## src/rtl/hsa_pkg.sv

```systemverilog
// shared constants, command and status types for the hue sampler
`timescale 1ns / 1ps
package hsa_pkg;

  // stream geometry
  localparam int STEP_LG = 3;
  localparam int STEP    = 1 << STEP_LG;
  localparam int MAX_DIM = 4096;
  localparam int DIM_W   = 13;
  localparam int CNT_W   = 12;

  // configuration register indexes
  localparam int CFG_IDX_W = 1;
  localparam logic [CFG_IDX_W-1:0] REG_IMAGE_WIDTH  = 1'b0;
  localparam logic [CFG_IDX_W-1:0] REG_IMAGE_HEIGHT = 1'b1;
  localparam logic [DIM_W-1:0] WIDTH_RESET  = 13'd640;
  localparam logic [DIM_W-1:0] HEIGHT_RESET = 13'd480;

  // pixel and glyph widths
  localparam int CH_W    = 8;
  localparam int GLYPH_W = 7;
  localparam logic [GLYPH_W-1:0] GLYPH_WHITE = 7'd32;
  localparam logic [GLYPH_W-1:0] GLYPH_BLACK = 7'd33;
  localparam logic [GLYPH_W-1:0] GLYPH_BASE  = 7'd34;
  localparam logic [CH_W-1:0]    CH_FULL     = 8'd255;

  // hue arithmetic: quotient = 59 * num / (6 * delta), always below 64
  localparam int HUE_SCALE   = 59;
  localparam int HUE_SECTORS = 6;
  localparam int NUM_W       = 11;
  localparam int DIVD_W      = 17;
  localparam int DSR_W       = 11;
  localparam int QBITS       = 6;
  localparam int QCNT_W      = 3;

  // controller to datapath
  typedef struct packed {
    logic accept;
    logic prep;
    logic div_step;
    logic emit;
  } hsa_cmd_t;

  // datapath to controller
  typedef struct packed {
    logic sample;
    logic grey;
    logic div_last;
  } hsa_sts_t;

endpackage

```

## src/rtl/hsa_ctrl.sv

```systemverilog
// sequencing state machine and output valid flag for the hue sampler
`timescale 1ns / 1ps
module hsa_ctrl (
  input  logic              clk,
  input  logic              rst_n,
  input  logic              in_valid,
  output logic              in_ready,
  output logic              out_valid,
  input  logic              out_ready,
  input  hsa_pkg::hsa_sts_t sts,
  output hsa_pkg::hsa_cmd_t cmd
);
  import hsa_pkg::*;

  typedef enum logic [3:0] {
    ST_IDLE = 4'b0001,
    ST_PREP = 4'b0010,
    ST_DIV  = 4'b0100,
    ST_EMIT = 4'b1000
  } state_t;

  state_t state_r, state_nxt;
  logic   out_valid_r, out_valid_nxt;
  logic   out_free;

  assign out_free  = !out_valid_r || out_ready;
  assign in_ready  = (state_r == ST_IDLE);
  assign out_valid = out_valid_r;

  // next state and commands
  always_comb begin
    state_nxt    = state_r;
    cmd          = '0;
    case (state_r)
      ST_IDLE: begin
        if (in_valid) begin
          cmd.accept = 1'b1;
          if (sts.sample) state_nxt = ST_PREP;
        end
      end
      ST_PREP: begin
        cmd.prep  = 1'b1;
        state_nxt = sts.grey ? ST_EMIT : ST_DIV;
      end
      ST_DIV: begin
        cmd.div_step = 1'b1;
        if (sts.div_last) state_nxt = ST_EMIT;
      end
      ST_EMIT: begin
        if (out_free) begin
          cmd.emit  = 1'b1;
          state_nxt = ST_IDLE;
        end
      end
      default: state_nxt = ST_IDLE;
    endcase
  end

  // result held until taken
  assign out_valid_nxt = cmd.emit || (out_valid_r && !out_ready);

  always_ff @(posedge clk) begin
    if (!rst_n) begin
      state_r     <= ST_IDLE;
      out_valid_r <= 1'b0;
    end else begin
      state_r     <= state_nxt;
      out_valid_r <= out_valid_nxt;
    end
  end

endmodule

```

## src/rtl/hsa_datapath.sv

```systemverilog
// counters, configuration, hue numerator and shift-subtract divider
`timescale 1ns / 1ps
module hsa_datapath (
  input  logic                          clk,
  input  logic                          rst_n,
  input  hsa_pkg::hsa_cmd_t             cmd,
  output hsa_pkg::hsa_sts_t             sts,
  input  logic                          cfg_we,
  input  logic [hsa_pkg::CFG_IDX_W-1:0] cfg_index,
  input  logic [hsa_pkg::DIM_W-1:0]     cfg_data,
  input  logic [hsa_pkg::CH_W-1:0]      in_red,
  input  logic [hsa_pkg::CH_W-1:0]      in_green,
  input  logic [hsa_pkg::CH_W-1:0]      in_blue,
  output logic [hsa_pkg::GLYPH_W-1:0]   out_glyph,
  output logic                          out_row_end,
  output logic                          out_frame_end
);
  import hsa_pkg::*;

  typedef enum logic [1:0] {
    HUE_RED   = 2'd0,
    HUE_GREEN = 2'd1,
    HUE_BLUE  = 2'd2
  } hue_src_t;

  localparam logic [CNT_W-1:0] STEP_MASK = CNT_W'(STEP - 1);

  // configuration, stored already clamped
  logic [DIM_W-1:0] width_r, height_r;
  logic [DIM_W-1:0] cfg_clamped;

  assign cfg_clamped = (cfg_data == '0) ? DIM_W'(1) :
                       (cfg_data > DIM_W'(MAX_DIM)) ? DIM_W'(MAX_DIM) : cfg_data;

  // position counters
  logic [CNT_W-1:0] col_r, row_r;
  logic [DIM_W-1:0] col_inc, row_inc;
  logic [DIM_W-1:0] blk_cols, blk_rows, col_blk, row_blk;
  logic             sample, rend, fend;

  assign col_inc  = DIM_W'(col_r) + DIM_W'(1);
  assign row_inc  = DIM_W'(row_r) + DIM_W'(1);
  assign blk_cols = width_r >> STEP_LG;
  assign blk_rows = height_r >> STEP_LG;
  assign col_blk  = DIM_W'(col_r) >> STEP_LG;
  assign row_blk  = DIM_W'(row_r) >> STEP_LG;
  assign sample   = ((col_r & STEP_MASK) == '0) && ((row_r & STEP_MASK) == '0) &&
                    (col_blk < blk_cols) && (row_blk < blk_rows);
  assign rend     = (col_blk == blk_cols - DIM_W'(1));
  assign fend     = rend && (row_blk == blk_rows - DIM_W'(1));

  always_ff @(posedge clk) begin
    if (!rst_n) begin
      width_r  <= WIDTH_RESET;
      height_r <= HEIGHT_RESET;
      col_r    <= '0;
      row_r    <= '0;
    end else begin
      if (cfg_we) begin
        if (cfg_index == REG_IMAGE_WIDTH)  width_r  <= cfg_clamped;
        if (cfg_index == REG_IMAGE_HEIGHT) height_r <= cfg_clamped;
      end
      if (cmd.accept) begin
        if (col_inc >= width_r) begin
          col_r <= '0;
          row_r <= (row_inc >= height_r) ? '0 : row_inc[CNT_W-1:0];
        end else begin
          col_r <= col_inc[CNT_W-1:0];
        end
      end
    end
  end

  // max, min and dominant channel taken with the item
  logic [CH_W-1:0] r_r, g_r, b_r, mx_r, delta_r;
  logic [CH_W-1:0] mx, mn;
  hue_src_t        src, src_r;
  logic            rend_r, fend_r;

  always_comb begin
    if (in_red > in_green) begin
      mx  = in_red;
      mn  = in_green;
      src = HUE_RED;
    end else begin
      mx  = in_green;
      mn  = in_red;
      src = HUE_GREEN;
    end
    if (mx < in_blue) begin
      mx  = in_blue;
      src = HUE_BLUE;
    end
    if (mn > in_blue) mn = in_blue;
  end

  always_ff @(posedge clk) begin
    if (cmd.accept) begin
      r_r     <= in_red;
      g_r     <= in_green;
      b_r     <= in_blue;
      mx_r    <= mx;
      delta_r <= mx - mn;
      src_r   <= src;
      rend_r  <= rend;
      fend_r  <= fend;
    end
  end

  // hue numerator scaled by delta, then dividend and divisor
  logic [NUM_W-1:0]  num, d_ext, r_ext, g_ext, b_ext;
  logic [DIVD_W-1:0] dividend;
  logic [DSR_W-1:0]  divisor;
  logic [GLYPH_W-1:0] grey_glyph;

  assign d_ext = NUM_W'(delta_r);
  assign r_ext = NUM_W'(r_r);
  assign g_ext = NUM_W'(g_r);
  assign b_ext = NUM_W'(b_r);

  always_comb begin
    case (src_r)
      HUE_RED:   num = (g_r >= b_r) ? (g_ext - b_ext)
                                    : (NUM_W'(HUE_SECTORS) * d_ext - (b_ext - g_ext));
      HUE_GREEN: num = NUM_W'(2) * d_ext + b_ext - r_ext;
      HUE_BLUE:  num = NUM_W'(4) * d_ext + r_ext - g_ext;
      default:   num = '0;
    endcase
  end

  assign dividend   = DIVD_W'(num) * DIVD_W'(HUE_SCALE);
  assign divisor    = DSR_W'(delta_r) * DSR_W'(HUE_SECTORS);
  assign grey_glyph = (mx_r == CH_FULL) ? GLYPH_WHITE :
                      (mx_r == '0)      ? GLYPH_BLACK : GLYPH_BASE;

  // restoring divider, one quotient bit per cycle
  logic [DIVD_W-1:0]  rem_r, dsh_r;
  logic [QBITS-1:0]   quo_r;
  logic [QCNT_W-1:0]  qcnt_r;
  logic               grey_r;
  logic [GLYPH_W-1:0] grey_glyph_r;
  logic               ge;

  assign ge = (rem_r >= dsh_r);

  always_ff @(posedge clk) begin
    if (cmd.prep) begin
      rem_r        <= dividend;
      dsh_r        <= DIVD_W'(divisor) << (QBITS - 1);
      quo_r        <= '0;
      qcnt_r       <= '0;
      grey_r       <= (delta_r == '0);
      grey_glyph_r <= grey_glyph;
    end else if (cmd.div_step) begin
      if (ge) rem_r <= rem_r - dsh_r;
      dsh_r  <= dsh_r >> 1;
      quo_r  <= {quo_r[QBITS-2:0], ge};
      qcnt_r <= qcnt_r + QCNT_W'(1);
    end
  end

  // output register
  always_ff @(posedge clk) begin
    if (cmd.emit) begin
      out_glyph     <= grey_r ? grey_glyph_r : (GLYPH_BASE + GLYPH_W'(quo_r));
      out_row_end   <= rend_r;
      out_frame_end <= fend_r;
    end
  end

  // status back to the controller
  assign sts.sample   = sample;
  assign sts.grey     = (delta_r == '0);
  assign sts.div_last = (qcnt_r == QCNT_W'(QBITS - 1));

endmodule

```

## src/rtl/pixel_hue_to_ascii_sampler_core.sv

```systemverilog
// top level of the pixel hue to glyph sampler
`timescale 1ns / 1ps
// Takes one RGB pixel per item in raster order and emits one ASCII glyph for
// each pixel whose column and row are multiples of 8 inside the whole-block
// area, flagged at the end of each glyph row and of the frame. A pixel that
// is not sampled is taken without leaving the idle state. A sampled pixel
// goes through these steps from accept until its glyph is offered: capture
// it and find max/min, form the scaled hue numerator and its multiply by 59,
// run the one-bit-per-cycle shift-subtract divider (skipped for a grey pixel),
// then load the output register. The next pixel is taken as soon as the glyph is
// in the output register, even while it waits for out_ready. The config
// port is always ready; write it only while no item is in flight. Width and
// height of 0 act as 1, above 4096 act as 4096.
module pixel_hue_to_ascii_sampler_core (
  input  logic                          clk,
  input  logic                          rst_n,
  input  logic                          in_valid,
  output logic                          in_ready,
  input  logic [hsa_pkg::CH_W-1:0]      in_red,
  input  logic [hsa_pkg::CH_W-1:0]      in_green,
  input  logic [hsa_pkg::CH_W-1:0]      in_blue,
  output logic                          out_valid,
  input  logic                          out_ready,
  output logic [hsa_pkg::GLYPH_W-1:0]   out_glyph,
  output logic                          out_row_end,
  output logic                          out_frame_end,
  input  logic                          cfg_valid,
  output logic                          cfg_ready,
  input  logic [hsa_pkg::CFG_IDX_W-1:0] cfg_index,
  input  logic [hsa_pkg::DIM_W-1:0]     cfg_data
);
  import hsa_pkg::*;

  hsa_cmd_t cmd;
  hsa_sts_t sts;

  assign cfg_ready = 1'b1;

  // sequencing
  hsa_ctrl u_ctrl (
    .clk       (clk),
    .rst_n     (rst_n),
    .in_valid  (in_valid),
    .in_ready  (in_ready),
    .out_valid (out_valid),
    .out_ready (out_ready),
    .sts       (sts),
    .cmd       (cmd)
  );

  // arithmetic and counters
  hsa_datapath u_dp (
    .clk           (clk),
    .rst_n         (rst_n),
    .cmd           (cmd),
    .sts           (sts),
    .cfg_we        (cfg_valid && cfg_ready),
    .cfg_index     (cfg_index),
    .cfg_data      (cfg_data),
    .in_red        (in_red),
    .in_green      (in_green),
    .in_blue       (in_blue),
    .out_glyph     (out_glyph),
    .out_row_end   (out_row_end),
    .out_frame_end (out_frame_end)
  );

endmodule

```

## config.mk

```make
export PLATFORM = sky130hd
export DESIGN_NAME = pixel_hue_to_ascii_sampler_core
export DESIGN_NICKNAME = d
export VERILOG_FILES = /design/src/rtl/hsa_pkg.sv /design/src/rtl/hsa_ctrl.sv /design/src/rtl/hsa_datapath.sv /design/src/rtl/pixel_hue_to_ascii_sampler_core.sv
export SDC_FILE = /design/constraint.sdc
export NUM_CORES = 1
export LEC_CHECK = 0
export BUFFER_PORTS_ARGS = -buffer_cell sky130_fd_sc_hd__clkbuf_2
export CORE_ASPECT_RATIO = 0.5
export CORE_UTILIZATION = 30
export CTS_CLUSTER_DIAMETER = 60
export DETAILED_ROUTE_END_ITERATION = 6
export SYNTH_ARGS = -nofsm -noshare
export SYNTH_HDL_FRONTEND = slang
export SYNTH_SLANG_ARGS = --single-unit
```

## constraint.sdc

```tcl
create_clock -name clk -period 14.63 [get_ports clk]
set_input_delay 1.463 -clock clk [delete_from_list [all_inputs] [get_ports clk]]
set_output_delay 1.463 -clock clk [all_outputs]
set_load 0.01 [all_outputs]
```

==> summary.md, run 1 <==
| Metric | Value |
|---|---|
| Status | complete, no violations |
| Worst-skew pair later-pin latency | 440 ps |
| Clock period minus worst slack | roughly 7100 ps |
| Worst rel slew slack | 0.2526 |
| Fin worst setup slack | between 7000 and 8000 ps |
| Slowest CP cell | fa_1 |
| Core area | about 46000 µm² |
| PortBufs | 53 |
| Largest net degree at the start of global routing | 57 |
| Post-route ant nets | 0 |
| Reg area | approximately 4000 µm² |
| CP arrival | between 7000 and 8000 ps |
| Layout Nets | approximately 1.9k |
| Main synth FF type | edfxtp_1 |
| Residual DRC | 0 |
| Final Cycle Share | 0.4884 |
| Initial Util | 0.3076 |
| Fraction of registers with async set/reset | 0 |
| Post-CTS sizing | 0 |
| # IOs | 55 |
| Final hold violation count | 0 |
| Most common cell after layout, fill and taps aside | ha_1 |
| Vias/cell | 4.857 |
| Hold WC Path Type | flop to flop |
| Post-CTS Setup Bufs | 0 |
| RSZ-0062 raised after global routing | false |
| Clk root buf | clkbuf_16 |
| Final Util | 0.3416 |
| Synth-to-Final Area Change | 11.08% |
| CTS Buf Count | 17 |
| Crit-path most repeated cell | inv_1 |
| Maximum buffer depth of the clock tree | 2 |
| Tot GR Track Use | 0.1411 |
| WL per Instance | around 15 µm |
| CP Max Fanout | 5 |
| Worst EP required | around 15000 ps |
| Iter 0 DRT Violations | 583 |
| Cell Area, Synth | between 10000 and 15000 µm² |
| Most frequent cells in the layout | ha_1, inv_1, nand2_1, o21ai_0, a21oi_1 |
| Crit Path Class | flop to flop |
| CP Launch Type | flop |
| Post-synthesis area per instance | roughly 8.9 µm² |
| Initial antenna violation count | 3 |
| Grt ovf | 0 |
| Synth cell types | between 70 and 80 |
| Worst-path clk slew | about 70 ps |
| Fill count | between 4k and 5k |
| Synthesized Nets | between 1.5k and 2k |
| Worst clock skew | approximately 9.7 ps |
| Die area | 47770 µm² |
| Place WS | around 7500 ps |
| Slowest stage delay, CP | between 500 and 600 ps |
| CTS tree | built |
| Synthesized flop and latch total | between 150 and 200 |
| Vias in the first global route | about 11k |
| H-tree Lvls | 4 |
| Total Wirelength | 33510 µm |
| DR vias | 10.96k |
| First-pass iteration count of the detailed router | 5 |
| Cells after synthesis | roughly 1.6k |
| Setup TNS Final | 0 ps |
| Die Span Y | 155.0 µm |
| GPL Wtd Cong | approximately 0.9 |
| Die width | a little over 300 µm |
| Max Cap Viol | 0 |
| Critical Path End Type | flop |
| R2r setup slk | roughly 7500 ps |
| Max-slew violations | 0 |
| Row cnt | between 50 and 60 |
| Sequential area share after synthesis | 0.2771 |
| Number of flops mapped to enable cells by yosys | 83 |
| Fmax | 140.0 MHz |
| Final setup vio count | 0 |
| Multi-input gate area | 9271 µm² |
| Hpwl dp | approximately 27000 µm |
| Warnings, synthesis | 0 |
| CTS Hold Bufs | 0 |
| Worst-Margin Slew | about 1100 ps |
| First-pass GRT wire length | ~54000 µm |
| Share of cells above drive strength 1 | 0.07196 |
| CTS sink cnt | 153 |
==> final cells by class <==
class / instances / area share
inverter: 189 / 0.04544
timing repair buffer: 60 / 0.02036
tap: 627 / 0.05025
clock inverter: 10 / 0.008335
antenna: 3 / 0.0004809
clock buffer: 22 / 0.03182
sequential: 153 / 0.2494
multi-input combinational: 1192 / 0.5939
==> stage by stage <==
stage          instances  hold WS [ps]  area, µm²
2_1_floorplan       1577         400.3      14050
3_3_place_gp        2221         446.4      14980
3_5_place_dp        2221         450.4      14980
4_1_cts             2253         464.2      15600
5_1_grt             2256         458.1      15610
6_report            2256         459.6      15610
==> cells by family after synthesis <==
| kind of cell | share of synthesized area |
|---|---|
| buf+inv | 0.06321 |
| simple gates | 0.1503 |
| flops | 0.2771 |
| mux | 0.02395 |
| fa+ha+maj | 0.2365 |
| other cells | 0.0002668 |
| compound gates | 0.1715 |
| xor+xnor | 0.07728 |
==> flip-flops by register name (all words and copies together) (netlist names) <==
register            count
u_ctrl.out_valid        1
u_dp.out_frame_end      1
u_dp.out_glyph          7
u_dp.b_r                8
u_dp.width_r           13
u_dp.dsh_r             16
u_dp.rem_r             17
u_dp.row_r             12
u_dp.grey_r             1
u_dp.g_r                8
u_dp.grey_glyph_r       2
u_dp.out_row_end        1
u_dp.mx_r               8
u_dp.fend_r             1
u_dp.src_r              2
u_dp.qcnt_r             3
u_dp.height_r          13
u_ctrl.state_r          4
u_dp.col_r             12
u_dp.r_r                8
u_dp.rend_r             1
u_dp.delta_r            8
u_dp.quo_r              6
==> layer usage <==
layer,vias to the layer above,share of wire,global-route usage,routed length [µm]
met1,5187,0.48,0.1854,16250
li1,5596,-,-,-
met2,145,0.47,0.2375,15700
met4,0,0.016,0.04241,539
met3,30,0.031,0.02302,1029
met5,-,0,0,0
==> path summary, 6_finish.rpt <==
| kind | from | to | cells after the start |
|---|---|---|---|
| hold reg to reg | u_dp.fend_r | u_dp.out_frame_end | 0 |
| hold / removal | u_dp.fend_r | u_dp.out_frame_end | 0 |
| setup reg to reg | u_dp.b_r[1] | u_dp.rem_r[16] | 32 |
| setup / recovery | u_dp.b_r[1] | u_dp.rem_r[16] | 32 |
==> Yosys cell counts, drive strengths merged (35+ instances only) <==
cell,instances,area share
a21oi,91,0.032
dfxtp,70,0.10
edfxtp,83,0.18
fa,41,0.058
ha,200,0.18
inv,189,0.050
nand2,131,0.035
nand3,35,0.012
nor2,83,0.022
nor2b,37,0.016
o21ai,92,0.033
xnor2,75,0.047
xor2,49,0.031
==> worst max-delay path: cells and delay by family, from the launching register on <==
family | cells | cell delay (ps)
compound gates | 10 | 1860
xor+xnor | 3 | 450
fa+ha+maj | 6 | 2580
buf+inv | 5 | 320
flops | 1 | 430
mux | 1 | 110
simple gates | 7 | 1120
Power of run 1 is left out: the tool's default activity adds up to more than one toggle a clock period on the data nets, which glitch-free logic cannot reach.
==> inputs of run 2 (changes only) <==
==> constraint.sdc (replaced) <==
create_clock -name clk -period 7.22 [get_ports clk]
set_input_delay 0.722 -clock clk [delete_from_list [all_inputs] [get_ports clk]]
set_output_delay 0.722 -clock clk [all_outputs]
set_load 0.01 [all_outputs]
==> run 2 against run 1 <==
  * Final cell count rose by 0.22%
  * Clock-buffer cell count fell by 4
  * Critical endpoint unchanged
  * Utilization rose by 0.15 points
  * Setup slack got worse by 7100 ps
  * Register-to-register slack got worse by 7100 ps
  * Global-route usage rose by 0.29 points
  * Clock skew rose by 5.9 ps
  * Non-clock buffer count rose by 7
  * First-iteration DRC count fell by 7.4%
  * Die area did not move
==> summary.md, run 2 (same netlist as run 1, synthesis figures left out) <==
| Metric | Value |
|---|---|
| Status | complete, no violations |
| Iter 0 DRT Violations | 540 |
| Max-slew violations | 0 |
| Most frequent cells in the layout | ha_1, inv_1, nand2_1, o21ai_0, a21oi_1 |
| Min-Delay Path Depth | 0 |
| Hold Crit Start | u_dp.fend_r |
| CTS Hold Bufs | 0 |
| # IOs | 55 |
| First-pass GRT wire length | approximately 55000 µm |
| Worst rel slew slack | 0.3722 |
| Clock period minus worst slack | 6810 ps |
| CTS sink cnt | around 150 |
| Crit Path Class | flop to flop |
| Synth-to-Final Area Change | 11.57% |
| WL met1 | around 16000 µm |
| Worst-skew pair later-pin latency | about 450 ps |
| CTS Buf Count | 17 |
| Die width | between 300 and 400 µm |
| Worst EP required | around 7400 ps |
| FF-to-FF Start | u_dp.b_r[0] |
| PortBufs | between 50 and 60 |
| Row cnt | 55 |
| Maximum buffer depth of the clock tree | 2 |
| DR vias | between 10k and 15k |
| Layout Nets | around 1.9k |
| Worst clock skew | between 15 and 20 ps |
| Reg with most FFs | u_dp.rem_r |
| Vias in the first global route | around 11k |
| CTS tree | built |
| Slowest CP cell | fa_1 |
| RSZ-0062 raised after global routing | false |
| Top Registers | u_dp.rem_r x17, u_dp.dsh_r x16 |
| Critical Path End Type | flop |
| Slowest stage delay, CP | ~540 ps |
| Crit. Startpoint | u_dp.b_r[0] |
| First-pass iteration count of the detailed router | 6 |
| Clk root buf | clkbuf_16 |
| Worst-Margin Slew | roughly 940 ps |
| Setup TNS Final | 0 ps |
| WL per Instance | roughly 15 µm |
| Crit-path most repeated cell | inv_1 |
| CP arrival | about 7000 ps |
| Worst-path clk slew | ~70 ps |
| Hpwl dp | approximately 27000 µm |
| H-tree Lvls | 4 |
| Share of cells above drive strength 1 | 0.08206 |
| Top sig layer | met4 |
| Total Wirelength | approximately 34000 µm |
| CP Max Fanout | 6 |
| Post-route ant nets | 0 |
| Initial Util | 0.3076 |
| Core area | about 46000 µm² |
| CP Launch Type | flop |
| Die Span Y | around 160 µm |
| Largest net degree at the start of global routing | between 40 and 50 |
| Final setup vio count | 0 |
| Hold WC Path Type | flop to flop |
| GPL Wtd Cong | 0.8733 |
| Vias/cell | just under 5 |
| Max Cap Viol | 0 |
| Routed wire length on met2 | about 16000 µm |
| Met3 routed WL | roughly 1000 µm |
| Fill count | 4702 |
| Initial antenna violation count | 1 |
| Fmax | ~150 MHz |
| Die area | 47770 µm² |
| Most common cell after layout, fill and taps aside | ha_1 |
| Final Cycle Share | 0.9433 |
| Residual DRC | 0 |
| Final hold violation count | 0 |
| Placed Instances | 2225 |
| Tot GR Track Use | 0.1440 |
| Grt ovf | 0 |
| Number of flip-flops in the largest register | 17 |
| Final Util | 0.3431 |
| Final std cells w/o fill | 2261 |
| Worst-case reg-to-reg path depth | 31 |
==> run 2: through the flow <==
step | hold WS [ps] | area, µm² | setup slack (ps)
after floorplan | 400.3 | 14050 | 727.3
after global placement | 451.6 | 15010 | 296.4
after detailed placement | 445.8 | 15010 | 53.05
after CTS | 461.4 | 15610 | 95.66
after global routing | 462.5 | 15680 | 45.16
final | 453.2 | 15680 | 409.7
==> run 2: what timing repair did <==
item                       CTS  global route
resized for setup            1            10
setup buffers                0             3
setup endpoints to repair    1             4
pin swaps                    0             3
gates cloned                 0             0
==> run 2: worst paths after layout <==
kind	to	slack (ps)
setup reg to reg	u_dp.rem_r[16]	410
hold / removal	u_dp.out_frame_end	450
setup / recovery	u_dp.rem_r[16]	410
hold reg to reg	u_dp.out_frame_end	450
==> run 2: final cells by class <==
type,count,area (µm²),area share
antenna,1,2.502,0.0001596
clock buffer,18,439.2,0.02801
clock inverter,14,160.2,0.01021
multi-input combinational,1192,9319,0.5944
sequential,153,3894,0.2483
timing repair buffer,67,370.4,0.02362
tap,627,784.5,0.05004
inverter,189,709.4,0.04525
==> run 2: routing by layer <==
| layer | up-vias | track usage |
|---|---|---|
| li1 | 5619 | - |
| met1 | 5179 | 0.1873 |
| met2 | 159 | 0.2484 |
| met3 | 26 | 0.02248 |
| met4 | 0 | 0.03743 |
| met5 | - | 0 |
==> run 2: critical path: cells and delay by family (launching register included) <==
kind                     cells  cell delay [ps]
flip-flops                   1              410
adder cells (fa/ha/maj)      7             2560
AO/OA/AOI/OAI               10             1860
buffers and inverters        6              570
multiplexers                 1               80
AND/OR/NAND/NOR              4              640
XOR/XNOR                     3              420
Power of run 2 is left out for the same reason.
==> inputs of run 3 (changes only) <==
--- a/config.mk
+++ b/config.mk
@@ -6,7 +6,6 @@
 export NUM_CORES = 1
 export LEC_CHECK = 0
 export BUFFER_PORTS_ARGS = -buffer_cell sky130_fd_sc_hd__clkbuf_2
-export CORE_ASPECT_RATIO = 0.5
 export CORE_UTILIZATION = 30
 export CTS_CLUSTER_DIAMETER = 60
 export DETAILED_ROUTE_END_ITERATION = 6
==> run 3 against run 2 <==
  * Register-to-register slack worse by 20 ps
  * Non-clock buffer count decreased by 2
  * Final cell count decreased by 1.3%
  * Clock-buffer cell count did not move
  * Utilization is 0.25 points lower
  * Fmax shrank 0.36%
  * Critical path depth is the same
  * Die area shrank 0.11%
  * Via count rose by 2.2%
  * Setup slack lost 25 ps
==> summary.md, run 3 (same netlist as run 1, synthesis figures left out) <==
| Metric | Value |
|---|---|
| Worst-path clk slew | around 70 ps |
| Final hold violation count | 0 |
| H-tree Lvls | 4 |
| Clk root buf | clkbuf_16 |
| Max-slew violations | 0 |
| Multi-input gate area | between 9000 and 10000 µm² |
| Row cnt | 78 |
| Post-route ant nets | 0 |
| CP Max Fanout | 5 |
| First-pass GRT wire length | approximately 55000 µm |
| Initial Util | 0.3070 |
| Residual DRC | 0 |
| Vias in the first global route | approximately 11k |
| Hold WC Path Type | flop to flop |
| Grt ovf | 0 |
| Synth-to-Final Area Change | 10.95% |
| Crit-path most repeated cell | inv_1 |
| CP top delay family | adder cells |
| WL per Instance | 15.19 µm |
| CP Launch Type | flop |
| Crit Path Class | flop to flop |
| Worst hold slack | between 400 and 500 ps |
| Reg with most FFs | u_dp.rem_r |
| Die width | 218.4 µm |
| GPL Wtd Cong | slightly below 0.9 |
| Initial antenna violation count | 0 |
| Iter 0 DRT Violations | about 660 |
| Final setup vio count | 0 |
| Worst EP required | ~7400 ps |
| Core area | 45770 µm² |
| Maximum buffer depth of the clock tree | 2 |
| Slowest CP cell | fa_1 |
| Number of flip-flops in the largest register | 17 |
| Cell area after layout | around 16000 µm² |
| Worst clock skew | about 9 ps |
| First-pass iteration count of the detailed router | 5 |
| Status | complete, no violations |
| Die area | 47710 µm² |
| Most frequent cells in the layout | ha_1, inv_1, nand2_1, o21ai_0, a21oi_1 |
| Fill count | about 4.7k |
| Share of cells above drive strength 1 | 0.08032 |
| CTS Buf Count | 17 |
| Post-place instance area | roughly 15000 µm² |
| Fmax | 146.3 MHz |
| Clock period minus worst slack | slightly below 7000 ps |
| Die Span Y | between 200 and 250 µm |
| Worst-Margin Slew | 1091 ps |
| Layout Nets | around 1.9k |
| CP arrival | 7010 ps |
| Top Registers | u_dp.rem_r x17, u_dp.dsh_r x16 |
| Vias/cell | 5.029 |
| Buffers plus inverters on the worst setup path | 5 |
| Fin worst setup slack | about 380 ps |
| CTS sink cnt | 153 |
| Antenna cells | 0 |
| Place WS | around 170 ps |
| Largest net degree at the start of global routing | 56 |
| RSZ-0062 raised after global routing | false |
| Max Cap Viol | 0 |
| Reg area | between 3000 and 4000 µm² |
| Worst-skew pair later-pin latency | approximately 450 ps |
| DR vias | around 11k |
| Slowest stage delay, CP | about 560 ps |
| PortBufs | 53 |
| Hpwl dp | ~28000 µm |
| Final Cycle Share | 0.9467 |
| Critical Path End Type | flop |
| Most common cell after layout, fill and taps aside | ha_1 |
| # IOs | 55 |
| Total Wirelength | around 34000 µm |
| Setup TNS Final | 0 ps |
| Worst rel slew slack | 0.2709 |
| CTS tree | built |
| Tot GR Track Use | 0.1456 |
==> run 3: worst paths after layout <==
kind                from                  to  slack (ps)  cells after the start
min          u_dp.fend_r  u_dp.out_frame_end         430                      0
max reg2reg  u_dp.b_r[1]      u_dp.rem_r[16]         380                     31
min reg2reg  u_dp.fend_r  u_dp.out_frame_end         430                      0
max          u_dp.b_r[1]      u_dp.rem_r[16]         380                     31
==> run 3: repair_timing <==
action | CTS | global route
buffers inserted | 0 | 4
hold buffers | 0 | 0
endpoints found under the setup margin | 0 | 4
gates resized for setup | 0 | 11
==> run 3: metrics by stage <==
stage / instances / util
after floorplan: 1577 / -
after detailed placement: 2195 / 0.3266
after CTS: 2227 / 0.3390
after global routing: 2231 / 0.3407
final: 2231 / 0.3407
after global placement: 2195 / 0.3266
==> run 3: area by class of cell <==
class                      instances  share of cell area
multi-input combinational       1192              0.5975
sequential                       153              0.2497
tap                              600             0.04815
inverter                         189             0.04550
clock buffer                      18             0.02752
timing repair buffer              65             0.02279
clock inverter                    14            0.008827
==> run 3: metal layers <==
metal | vias up | GRT usage | wire [µm] | share of wire
met5 | - | 0 | 0 | 0
met1 | 5398 | 0.1937 | 16160 | 0.48
met3 | 35 | 0.02185 | 988 | 0.029
met2 | 172 | 0.2416 | 16160 | 0.48
li1 | 5615 | - | - | -
met4 | 0 | 0.04336 | 584 | 0.017
Power of run 3 is left out for the same reason.
